<file path="src/hw/rtl/lssp_pkg.sv">
// Shared types, widths, register indexes and reset values of the square spiral scan unit.
package lssp_pkg;

    localparam int LSSP_COORD_WIDTH = 32;
    localparam int POS_W            = 32;
    localparam int LEN_W            = 24;
    localparam int RAD_W            = 25;
    localparam int CFG_DATA_W       = 32;
    localparam int CFG_IDX_W        = 3;

    typedef enum logic [CFG_IDX_W-1:0] {
        REG_CENTER_X    = 3'd0,
        REG_CENTER_Y    = 3'd1,
        REG_CENTER_Z    = 3'd2,
        REG_STEP_LEN    = 3'd3,
        REG_SCAN_SIZE   = 3'd4,
        REG_LAYER_PITCH = 3'd5,
        REG_SCAN_DEPTH  = 3'd6
    } t_cfg_idx;

    typedef enum logic [1:0] {
        HEAD_PX = 2'd0,
        HEAD_NY = 2'd1,
        HEAD_NX = 2'd2,
        HEAD_PY = 2'd3
    } t_heading;

    localparam logic [POS_W-1:0] RST_CENTER_X    = 32'd681574;
    localparam logic [POS_W-1:0] RST_CENTER_Y    = 32'd1612186;
    localparam logic [POS_W-1:0] RST_CENTER_Z    = 32'd543949;
    localparam logic [LEN_W-1:0] RST_STEP_LEN    = 24'd32768;
    localparam logic [LEN_W-1:0] RST_SCAN_SIZE   = 24'd196608;
    localparam logic [LEN_W-1:0] RST_LAYER_PITCH = 24'd13107;
    localparam logic [LEN_W-1:0] RST_SCAN_DEPTH  = 24'd131072;

endpackage

</file>
<file path="src/hw/rtl/lssp_req_if.sv">
// Request channel of the scan unit: one tick with its restart flag.
interface lssp_req_if;
    logic valid;
    logic ready;
    logic restart;

    modport source (output valid, output restart, input ready);
    modport sink   (input valid, input restart, output ready);
endinterface

</file>
<file path="src/hw/rtl/lssp_res_if.sv">
// Result channel of the scan unit: one result per request, a set-point when point_valid is set.
interface lssp_res_if;
    import lssp_pkg::*;

    logic             valid;
    logic             ready;
    logic             point_valid;
    logic [POS_W-1:0] pos_x;
    logic [POS_W-1:0] pos_y;
    logic [POS_W-1:0] pos_z;
    logic [LEN_W-1:0] camera_offset;
    logic             layer_last;
    logic             scan_last;

    modport source (output valid, output point_valid, output pos_x, output pos_y,
                    output pos_z, output camera_offset, output layer_last,
                    output scan_last, input ready);
    modport sink   (input valid, input point_valid, input pos_x, input pos_y,
                    input pos_z, input camera_offset, input layer_last,
                    input scan_last, output ready);
endinterface

</file>
<file path="src/hw/rtl/layered_square_spiral_scan_unit.sv">
// Top level of the layered square spiral scan set-point generator.
//
//  channel   direction  payload                                         accepted when
//  i_req     in         restart                                         valid & ready
//  o_res     out        point_valid, pos_x/y/z, camera_offset,          valid & ready
//                       layer_last, scan_last
//  i_cfg_*   in         register index and write data                   i_cfg_we
//
// For every request the next spiral step is computed from the running
// state registers in one pass and lands in the result register on the accept edge.
// A request can be accepted every cycle; the result register frees up in the same
// cycle in which the sink takes its content, so a stall only holds while the sink does.
// Synchronous active-low reset restores the register defaults and leaves the scan
// finished, so ticks answer point_valid 0 until a request with restart set arrives.
module layered_square_spiral_scan_unit #(
    parameter int COORD_WIDTH = lssp_pkg::LSSP_COORD_WIDTH
) (
    input  logic                              i_clk,
    input  logic                              i_rst_n,
    lssp_req_if.sink                          i_req,
    lssp_res_if.source                        o_res,
    input  logic                              i_cfg_we,
    input  logic [lssp_pkg::CFG_IDX_W-1:0]    i_cfg_idx,
    input  logic [lssp_pkg::CFG_DATA_W-1:0]   i_cfg_data
);
    import lssp_pkg::*;

    // Compare width: wide enough for the sign-extended coordinate and for -radius.
    localparam int LW = (COORD_WIDTH > RAD_W + 1) ? COORD_WIDTH : RAD_W + 1;

    // Configuration registers.
    logic [POS_W-1:0] r_center_x, r_center_y, r_center_z;
    logic [LEN_W-1:0] r_step_len, r_scan_size, r_layer_pitch, r_scan_depth;

    // Running scan state.
    logic [COORD_WIDTH-1:0] r_cur_x, r_cur_y, n_cur_x, n_cur_y;
    logic [LEN_W-1:0]       r_layer_offset, n_layer_offset;
    logic [RAD_W-1:0]       r_radius, n_radius;
    t_heading               r_heading, n_heading;
    logic                   r_finished, n_finished;

    // Result register.
    logic             r_out_valid;
    logic             r_point_valid, n_point_valid;
    logic [POS_W-1:0] r_pos_x, r_pos_y, r_pos_z, n_pos_x, n_pos_y, n_pos_z;
    logic [LEN_W-1:0] r_camera_offset, n_camera_offset;
    logic             r_layer_last, r_scan_last, n_layer_last, n_scan_last;

    // State as seen after a restart request has been applied.
    logic [COORD_WIDTH-1:0] e_cur_x, e_cur_y, m_cur_x, m_cur_y;
    logic [LEN_W-1:0]       e_offset;
    logic [RAD_W-1:0]       e_radius;
    t_heading               e_heading;
    logic                   e_finished;
    logic signed [LW-1:0]   s_x, s_y, s_r;
    logic [LEN_W:0]         nxt_offset;

    logic accept;

    assign accept      = i_req.valid && i_req.ready;
    assign i_req.ready = !r_out_valid || o_res.ready;

    always_ff @(posedge i_clk) begin
        if (!i_rst_n) begin
            r_center_x    <= RST_CENTER_X;
            r_center_y    <= RST_CENTER_Y;
            r_center_z    <= RST_CENTER_Z;
            r_step_len    <= RST_STEP_LEN;
            r_scan_size   <= RST_SCAN_SIZE;
            r_layer_pitch <= RST_LAYER_PITCH;
            r_scan_depth  <= RST_SCAN_DEPTH;
        end else if (i_cfg_we) begin
            case (i_cfg_idx)
                REG_CENTER_X:    r_center_x    <= i_cfg_data;
                REG_CENTER_Y:    r_center_y    <= i_cfg_data;
                REG_CENTER_Z:    r_center_z    <= i_cfg_data;
                REG_STEP_LEN:    r_step_len    <= i_cfg_data[LEN_W-1:0];
                REG_SCAN_SIZE:   r_scan_size   <= i_cfg_data[LEN_W-1:0];
                REG_LAYER_PITCH: r_layer_pitch <= i_cfg_data[LEN_W-1:0];
                REG_SCAN_DEPTH:  r_scan_depth  <= i_cfg_data[LEN_W-1:0];
                default: begin
                end
            endcase
        end
    end

    // One spiral step. A restart request resets the scan to its first layer before its own point is made.
    always_comb begin
        e_cur_x    = r_cur_x;
        e_cur_y    = r_cur_y;
        e_offset   = r_layer_offset;
        e_radius   = r_radius;
        e_heading  = r_heading;
        e_finished = r_finished;
        if (i_req.restart) begin
            e_cur_x    = '0;
            e_cur_y    = '0;
            e_offset   = '0;
            e_radius   = RAD_W'(r_step_len);
            e_heading  = HEAD_PX;
            e_finished = 1'b0;
        end

        m_cur_x    = e_cur_x;
        m_cur_y    = e_cur_y;
        s_x        = '0;
        s_y        = '0;
        s_r        = $signed(LW'(e_radius));
        nxt_offset = {1'b0, e_offset} + {1'b0, r_layer_pitch};

        n_cur_x        = e_cur_x;
        n_cur_y        = e_cur_y;
        n_layer_offset = e_offset;
        n_radius       = e_radius;
        n_heading      = e_heading;
        n_finished     = e_finished;

        n_point_valid   = 1'b0;
        n_pos_x         = '0;
        n_pos_y         = '0;
        n_pos_z         = '0;
        n_camera_offset = '0;
        n_layer_last    = 1'b0;
        n_scan_last     = 1'b0;

        if (!e_finished) begin
            // An empty layer, or registers shrunk under a running scan, ends it silently.
            if (e_radius > {1'b0, r_scan_size} || e_offset >= r_scan_depth) begin
                n_finished = 1'b1;
            end else begin
                case (e_heading)
                    HEAD_PX: begin
                        m_cur_x = e_cur_x + COORD_WIDTH'(r_step_len);
                        s_x     = $signed(LW'($signed(m_cur_x)));
                        if (s_x >= s_r) n_heading = HEAD_NY;
                    end
                    HEAD_NY: begin
                        m_cur_y = e_cur_y - COORD_WIDTH'(r_step_len);
                        s_y     = $signed(LW'($signed(m_cur_y)));
                        if (s_y <= -s_r) n_heading = HEAD_NX;
                    end
                    HEAD_NX: begin
                        m_cur_x = e_cur_x - COORD_WIDTH'(r_step_len);
                        s_x     = $signed(LW'($signed(m_cur_x)));
                        if (s_x <= -s_r) n_heading = HEAD_PY;
                    end
                    default: begin
                        m_cur_y = e_cur_y + COORD_WIDTH'(r_step_len);
                        s_y     = $signed(LW'($signed(m_cur_y)));
                        if (s_y >= s_r) begin
                            n_heading = HEAD_PX;
                            n_radius  = e_radius + RAD_W'(r_step_len);
                        end
                    end
                endcase
                n_cur_x = m_cur_x;
                n_cur_y = m_cur_y;

                n_point_valid   = 1'b1;
                n_pos_x         = r_center_x + POS_W'($signed(m_cur_x));
                n_pos_y         = r_center_y + POS_W'($signed(m_cur_y));
                n_pos_z         = r_center_z - POS_W'(e_offset);
                n_camera_offset = e_offset;

                // The radius outgrew the scan size: this point closes the layer.
                if (n_radius > {1'b0, r_scan_size}) begin
                    n_layer_last = 1'b1;
                    if (nxt_offset >= {1'b0, r_scan_depth}) begin
                        n_scan_last = 1'b1;
                        n_finished  = 1'b1;
                    end else begin
                        n_layer_offset = nxt_offset[LEN_W-1:0];
                        n_cur_x        = '0;
                        n_cur_y        = '0;
                        n_radius       = RAD_W'(r_step_len);
                        n_heading      = HEAD_PX;
                    end
                end
            end
        end
    end

    always_ff @(posedge i_clk) begin
        if (!i_rst_n) begin
            r_cur_x        <= '0;
            r_cur_y        <= '0;
            r_layer_offset <= '0;
            r_radius       <= '0;
            r_heading      <= HEAD_PX;
            r_finished     <= 1'b1;
            r_out_valid    <= 1'b0;
        end else begin
            if (accept) begin
                r_cur_x        <= n_cur_x;
                r_cur_y        <= n_cur_y;
                r_layer_offset <= n_layer_offset;
                r_radius       <= n_radius;
                r_heading      <= n_heading;
                r_finished     <= n_finished;
                r_out_valid    <= 1'b1;
            end else if (o_res.ready) begin
                r_out_valid    <= 1'b0;
            end
        end
    end

    // Result payload needs no reset; it is qualified by r_out_valid.
    always_ff @(posedge i_clk) begin
        if (accept) begin
            r_point_valid   <= n_point_valid;
            r_pos_x         <= n_pos_x;
            r_pos_y         <= n_pos_y;
            r_pos_z         <= n_pos_z;
            r_camera_offset <= n_camera_offset;
            r_layer_last    <= n_layer_last;
            r_scan_last     <= n_scan_last;
        end
    end

    assign o_res.valid         = r_out_valid;
    assign o_res.point_valid   = r_point_valid;
    assign o_res.pos_x         = r_pos_x;
    assign o_res.pos_y         = r_pos_y;
    assign o_res.pos_z         = r_pos_z;
    assign o_res.camera_offset = r_camera_offset;
    assign o_res.layer_last    = r_layer_last;
    assign o_res.scan_last     = r_scan_last;

endmodule

</file>
<file path="src/flat_wrapper.sv">
// flat-port wrapper written by rule: the top's interface ports become plain ports
module layered_square_spiral_scan_unit_flat import lssp_pkg::*;
#(
    parameter int COORD_WIDTH = lssp_pkg::LSSP_COORD_WIDTH
)
  (i_clk, i_rst_n, i_cfg_we, i_cfg_idx, i_cfg_data, i_req_valid, i_req_restart, i_req_ready, o_res_valid, o_res_point_valid, o_res_pos_x, o_res_pos_y, o_res_pos_z, o_res_camera_offset, o_res_layer_last, o_res_scan_last, o_res_ready);
  lssp_req_if i_req_i ();
  lssp_res_if o_res_i ();
  input  logic i_clk;
  input  logic i_rst_n;
  input  logic i_cfg_we;
  input  logic [lssp_pkg::CFG_IDX_W-1:0] i_cfg_idx;
  input  logic [lssp_pkg::CFG_DATA_W-1:0] i_cfg_data;
  input wire logic [$bits(i_req_i.valid)-1:0] i_req_valid;
  input wire logic [$bits(i_req_i.restart)-1:0] i_req_restart;
  output wire logic [$bits(i_req_i.ready)-1:0] i_req_ready;
  output wire logic [$bits(o_res_i.valid)-1:0] o_res_valid;
  output wire logic [$bits(o_res_i.point_valid)-1:0] o_res_point_valid;
  output wire logic [$bits(o_res_i.pos_x)-1:0] o_res_pos_x;
  output wire logic [$bits(o_res_i.pos_y)-1:0] o_res_pos_y;
  output wire logic [$bits(o_res_i.pos_z)-1:0] o_res_pos_z;
  output wire logic [$bits(o_res_i.camera_offset)-1:0] o_res_camera_offset;
  output wire logic [$bits(o_res_i.layer_last)-1:0] o_res_layer_last;
  output wire logic [$bits(o_res_i.scan_last)-1:0] o_res_scan_last;
  input wire logic [$bits(o_res_i.ready)-1:0] o_res_ready;
  assign i_req_i.valid = i_req_valid;
  assign i_req_i.restart = i_req_restart;
  assign i_req_ready = i_req_i.ready;
  assign o_res_valid = o_res_i.valid;
  assign o_res_point_valid = o_res_i.point_valid;
  assign o_res_pos_x = o_res_i.pos_x;
  assign o_res_pos_y = o_res_i.pos_y;
  assign o_res_pos_z = o_res_i.pos_z;
  assign o_res_camera_offset = o_res_i.camera_offset;
  assign o_res_layer_last = o_res_i.layer_last;
  assign o_res_scan_last = o_res_i.scan_last;
  assign o_res_i.ready = o_res_ready;
  layered_square_spiral_scan_unit #(.COORD_WIDTH(COORD_WIDTH)) u_core (.i_clk(i_clk), .i_rst_n(i_rst_n), .i_req(i_req_i), .o_res(o_res_i), .i_cfg_we(i_cfg_we), .i_cfg_idx(i_cfg_idx), .i_cfg_data(i_cfg_data));
endmodule
</file>
<file path="config.mk">
export PLATFORM = sky130hd
export DESIGN_NAME = layered_square_spiral_scan_unit_flat
export DESIGN_NICKNAME = d
export VERILOG_FILES = /design/src/hw/rtl/lssp_pkg.sv /design/src/hw/rtl/lssp_req_if.sv /design/src/hw/rtl/lssp_res_if.sv /design/src/hw/rtl/layered_square_spiral_scan_unit.sv /design/src/flat_wrapper.sv
export SDC_FILE = /design/constraint.sdc
export NUM_CORES = 2
export LEC_CHECK = 0
export BUFFER_PORTS_ARGS = -buffer_cell sky130_fd_sc_hd__buf_2
export CORE_MARGIN = 5
export CORE_UTILIZATION = 40
export CTS_CLUSTER_DIAMETER = 150
export DETAILED_ROUTE_END_ITERATION = 6
export HOLD_SLACK_MARGIN = 0.06
export PLACE_DENSITY = 0.52
export SYNTH_ARGS = -nofsm -noshare
export SYNTH_HDL_FRONTEND = slang
export SYNTH_SLANG_ARGS = --single-unit
</file>
<file path="constraint.sdc">
create_clock -name i_clk -period 12.1 [get_ports i_clk]
set_input_delay 0.605 -clock i_clk [delete_from_list [all_inputs] [get_ports i_clk]]
set_output_delay 0.605 -clock i_clk [all_outputs]
set_load 0.005 [all_outputs]
</file>
* After elaboration in Yosys (flattened, before gate mapping) *
Cells that the tools add are included.

word-level totals
  register bits after elaboration = 432
  bits of input ports = 41
  output and inout port bits = 125
  word-level logic and storage cells = 113

operators by class
  add/sub/neg operators = 10
  $lt $le $gt $ge = 8
  eq/ne operators = 8
  muxes and demuxes = 49
  reductions and logical operators = 17

operators with widths
  kind                                                             count
  32-bit 2-to-1 mux                                                14
  25-bit 2-to-1 mux                                                9
  32-bit one-hot mux with 2 select lines                           2
  24-bit 2-to-1 mux                                                5
  32-bit by 24-bit subtractor with 32-bit output                   3
  32-bit by 24-bit adder with 32-bit output                        2
  32-bit adder                                                     2
  32-bit by 26-bit >= comparator with 1-bit output                 2
  32-bit less-or-equal comparator                                  2
  25-bit by 24-bit greater-than comparator with 1-bit output       2
  25-bit negator with 32-bit output                                1
  24-bit by 24-bit adder with 25-bit output                        1
  25-bit by 24-bit adder with 25-bit output                        1
  25-bit by 24-bit >= comparator with 1-bit output                 1
  24-bit >= comparator                                             1
  2-bit 2-to-1 mux                                                 9
  2-bit AND reduction                                              7
  3-bit == test, second input constant                             3
  1-bit 2-to-1 mux                                                 9
  3-bit by 2-bit == test with 1-bit output, second input constant  2
  2-bit one-hot mux with 3 select lines                            1
  2-bit OR reduction                                               2
  3-bit by 1-bit == test with 1-bit output, second input constant  1
  3-bit logical NOT                                                1
  8 further kinds                                                  9

* Depth between registers and ports, before layout *
  word-level depth = 11
  depth in mapped cells = 55
  depth with buffers taken out = 43

* Least setup slack after synthesis *
Ideal clock, no wire load.

  kind = in2reg
  from = input port i_req_restart
  to = register u_core.r_radius[11]
  data arrival time = 9.560 ns
  setup slack = 2.452 ns
  stages = 52
  buffers on the path = 13
  cell sequence = buf_4 > buf_4 > buf_2 > buf_1 > buf_1 > clkbuf_1 > clkbuf_1 > clkbuf_1 > clkbuf_1 > nor2b_1 > ha_1 > clkbuf_1 > nor2b_1 > o21ai_0 > a21oi_1 > nor2_1 > o21ai_0 > a31o_2 > [... 16 more ...] > ha_1 > nor2b_1 > o21a_1 > o21a_1 > o21a_1 > o21ai_0 > nand2b_1 > a21oi_1 > o21bai_1 > a21oi_1 > a21oi_1 > nor2_1 > nand3_1 > and4_4 > or3_1 > buf_2 > buf_6 > o32ai_2

on the way
  word-level cells in the longest chain between the ends = 11

RTL lines
  what                                                                                                    line                                                                            RTL
  start: declaration                                                                                      flat_wrapper.sv:15                                                              input wire logic [$bits(i_req_i.restart)-1:0] i_req_restart;
  32-bit 2-to-1 mux                                                                                       layered_square_spiral_scan_unit.sv:95                                           if (i_req.restart) begin
  32-bit by 24-bit adder with 32-bit output                                                               layered_square_spiral_scan_unit.sv:148                                          m_cur_y = e_cur_y + COORD_WIDTH'(r_step_len);
  32-bit by 26-bit >= comparator with 1-bit output                                                        layered_square_spiral_scan_unit.sv:150                                          if (s_y >= s_r) begin
  25-bit 2-to-1 mux                                                                                       layered_square_spiral_scan_unit.sv:150
  25-bit 2-to-1 mux                                                                                       layered_square_spiral_scan_unit.sv:131                                          case (e_heading)
  25-bit 2-to-1 mux                                                                                       layered_square_spiral_scan_unit.sv:128                                          if (e_radius > {1'b0, r_scan_size} || e_offset >= r_scan_depth) begin
  25-bit 2-to-1 mux                                                                                       layered_square_spiral_scan_unit.sv:126                                          if (!e_finished) begin
  25-bit by 24-bit greater-than comparator with 1-bit output / 25-bit 2-to-1 mux (equally long branches)  layered_square_spiral_scan_unit.sv:166, layered_square_spiral_scan_unit.sv:168
  25-bit 2-to-1 mux                                                                                       layered_square_spiral_scan_unit.sv:166                                          if (n_radius > {1'b0, r_scan_size}) begin
  25-bit 2-to-1 mux                                                                                       layered_square_spiral_scan_unit.sv:128
  25-bit 2-to-1 mux *                                                                                     layered_square_spiral_scan_unit.sv:126
  end signal: assignment                                                                                  layered_square_spiral_scan_unit.sv:197                                          r_radius <= n_radius;
  end: declaration                                                                                        layered_square_spiral_scan_unit.sv:38                                           logic [RAD_W-1:0] r_radius, n_radius;

Every way passes the cells marked *; elsewhere a longest branch is shown, timed or not. The select of a mux whose other input is x is not followed.
A chain may end at the register's enable or synchronous reset.

* Worst setup path in the final report *
  from = input port i_req_restart
  to = register u_core.r_radius[4]

Same word-level chain as after synthesis.

==> metrics.md <==
| Metric | Value |
|---|---|
| Initial antenna violation count | `5` |
| Async SR Flop Fraction | `0%` |
| Die H | `304 µm` |
| Fillers | `8754` |
| CP Launch Type | `input pin` |
| Nets | `4877` |
| Syn_nets | `4800` |
| Sink Count | `432` |
| Synthesized flop and latch total | `432` |
| Vias in the first global route | `30800` |
| Multiplexer area fraction after synthesis | `1.79%` |
| Synth Area in Simple Gates | `19.8%` |
| Total vias in the final route | `32200` |
| Most used cell along the critical path | `a21oi_1` |
| Crit path required time | `12.64 ns` |
| PortBufs | `165` |
| Horiz. Die Dim | `304 µm` |
| Slowest cell on crit path | `or3_1` |
| CP Capture Type | `flop` |
| Xor and xnor area share after synthesis | `6.35%` |
| RR Startpoint | `u_core.r_cur_y[1]$_SDFFE_PN0P_` |
| Max cap viols | `0` |
| Gpl congestion | `0.957` |
| Setup_tns | `0 ns` |
| CTS tree | `done` |
| Residual DRC | `0` |
| Final setup vio count | `0` |
| Hold Path Origin | `i_req_valid` |
| TritonCTS Buffers | `53` |
| H-tree depth | `2` |
| Static leakage | `16.8 nW` |
| Synthesized area | `0.0345 mm²` |
| Cells on worst reg2reg path | `43` |
| Routed wire length | `131000 µm` |
| 1st-iter DRT viols | `2885` |
| Post-CTS setup buffer count | `0` |
| DRT met1 WL | `59200 µm` |
| WL per Instance | `23.4 µm` |
| Gr ovfl total | `0` |
| Ys flop type | `dfxtp_1` |
| Share of layout cells above drive strength 1 | `9.10%` |
| Max Used Layer | `met4` |
| Status | `completed` |
| Max_slew headroom | `8.50%` |
| Crit path max fanout | `47` |
| Largest stage delay, worst path | `0.66 ns` |
| Seq/Total Area, Yosys | `28.6%` |
| Min cycle time layout | `9.23 ns` |
| Hold WS | `0.226 ns` |
| Compound-Gate Fraction of Synth Area | `22.5%` |
| Final max-slew violation count | `0` |
| Reg2Reg Capture Point | `u_core.r_radius[4]$_SDFFE_PN0P_` |
| Standard-cell rows | `107` |
| Core area | `0.0854 mm²` |
| Syn avg cell area | `8.00 µm²` |
| Final Hold Viols | `0` |
| Clk root buf | `clkbuf_16` |
| R2R setup slack | `2.89 ns` |
| Clk pin slew, worst setup/hold paths | `0.06 ns` |
| Largest net degree at the start of global routing | `84` |
| Unrepaired setup endpoints after global routing | `no` |
| Hpwl dp | `98800 µm` |
| N_diodes | `0` |
| Drt first pass iters | `5` |
| First-pass GRT wire length | `196000 µm` |
| Post-CTS resize count | `0` |
| Number of nets with antenna violations after routing | `0` |
| Area Overhead vs Synth | `11.1%` |
| CP Launch Point | `i_req_restart` |
| CP arrival | `9.76 ns` |
| Tot GR Track Use | `27.1%` |
| I/O Pins | `166` |
| Clk Latency, worst-skew pair | `0.64 ns` |
| CP endpoint | `u_core.r_radius[4]$_SDFFE_PN0P_` |
| Critical path class | `in2reg` |
| YS warnings | `0` |
| Met2 WL | `58300 µm` |
| Setup Skew | `0.0339 ns` |
| Max Freq | `108 MHz` |
| Cell count after synthesis | `4319` |
| Max Root-Sink Buffers | `3` |
| CTS Hold Bufs | `0` |
| Metal3 WL | `8610 µm` |
| Final period util | `76.3%` |
| Initial Util | `40.4%` |
| Adder-cell share of the synthesized area | `16.2%` |
| DR vias/cell | `5.76` |
| Largest family of logic cells by synthesized area | `compound AO/OA/AOI/OAI gates` |
| Worst-Margin Slew | `1.36 ns` |
| Fin util | `44.9%` |
| Post-synth EDFFs | `123` |
| Synth cell types | `100` |
| Commonest non-fill, non-tap cell in the layout | `nand2_1` |
| Die area | `0.0923 mm²` |
| Total power | `4.51 mW` |
| Peak VDD IR | `0.000108 V` |
| HP Class | `in2reg` |
| Pwr/cell area | `117 mW/mm²` |
| Most frequent cells in the layout | `nand2_1, a21oi_1, ha_1` |
## metrics by stage
step           instance area (µm²)  cells  worst slack [ns]
2_1_floorplan                34500   4319              2.45
3_3_place_gp                 36500   5485              2.51
3_5_place_dp                 36500   5485              2.38
4_1_cts                      38400   5585              3.02
5_1_grt                      38400   5585              2.06
6_report                     38400   5585              2.87
## state kept, by name (all words and copies together) (netlist names)
register                    cells
u_core.r_heading                2
u_core.r_scan_depth            24
u_core.r_radius                25
u_core.r_finished               1
u_core.r_layer_pitch           24
u_core.r_center_y              32
u_core.r_cur_x                 32
u_core.o_res.pos_z             32
u_core.r_step_len              24
u_core.o_res.camera_offset     24
u_core.r_scan_size             24
u_core.r_center_x              32
u_core.o_res.valid              1
u_core.r_cur_y                 32
u_core.o_res.pos_x             32
u_core.o_res.point_valid        1
u_core.r_center_z              32
u_core.o_res.pos_y             32
u_core.o_res.scan_last          1
u_core.o_res.layer_last         1
u_core.r_layer_offset          24
## synth_stat cells, types with 46 or more instances
cell | instances | area [µm²]
inv_1 | 213 | 800
nor3_1 | 93 | 465
clkbuf_1 | 164 | 616
nor2_1 | 388 | 1460
ha_1 | 433 | 5420
a21oi_1 | 467 | 2340
a22o_1 | 57 | 499
xor2_1 | 62 | 543
a31oi_1 | 46 | 288
a21o_1 | 131 | 983
o21ai_0 | 155 | 776
xnor2_1 | 186 | 1630
mux2i_1 | 46 | 460
nand4_1 | 47 | 294
nand2b_1 | 52 | 325
nand3_1 | 97 | 485
edfxtp_1 | 123 | 3690
dfxtp_1 | 309 | 6190
nand2_1 | 590 | 2210
nor2b_1 | 103 | 644
## metal layers
layer	vias to the layer above	GRT usage [%]
met1	15500	37.6
met3	170	4.28
met2	1037	43.6
met4	0	8.25
met5	-	0
li1	15500	-
## area by class of cell
cell class | instances | area (µm²) | area share, %
clock buffers | 72 | 1520 | 3.97
flip-flops and latches | 432 | 9880 | 25.8
repair buffers | 231 | 1330 | 3.46
clock inverters | 28 | 332 | 0.864
well taps | 1144 | 1430 | 3.73
inverters | 220 | 836 | 2.18
multi-input cells | 3458 | 23000 | 60.0
## where the power goes
group	internal (mW)	switching, mW
clock	1.01	0.698
sequential	1.57	0.0358
combinational	0.417	0.777
## how the worst min path moves through the flow
stage / slack (ns) / cells after the start / endpoint
floorplan: 0.44 / 2 / u_core.r_scan_depth[10]$_SDFFE_PN0P_
detailed placement: 0.45 / 2 / u_core.r_scan_depth[19]$_SDFFE_PN0P_
CTS: 0.19 / 3 / u_core.o_res.valid$_SDFFE_PN0P_
global route: 0.23 / 3 / u_core.r_center_z[28]$_SDFFE_PN0P_
finish: 0.23 / 3 / u_core.o_res.valid$_SDFFE_PN0P_
global placement: 0.44 / 2 / u_core.r_scan_depth[22]$_SDFFE_PN0P_
## critical path: cells and delay by family
family / cells / cell delay, ns
xor+xnor: 1 / 0.16
buf+inv: 4 / 1.18
simple gates: 11 / 2.27
fa+ha+maj: 3 / 1.01
mux: 1 / 0.38
compound gates: 21 / 4.09
## kinds of logic (layout without fill, tap and decap cells)
| family | Yosys count | count (layout) |
|---|---|---|
| buffers and inverters | 429 | 551 |
| adders and majority gates | 442 | 442 |
| muxes | 60 | 60 |
| DFF | 432 | 432 |
| and+or+nand+nor | 1506 | 1506 |
| xor gates and xnor gates | 249 | 249 |
| AOI/OAI and AO/OA | 1201 | 1201 |
Note: power is estimated with default switching activity, not from simulation.
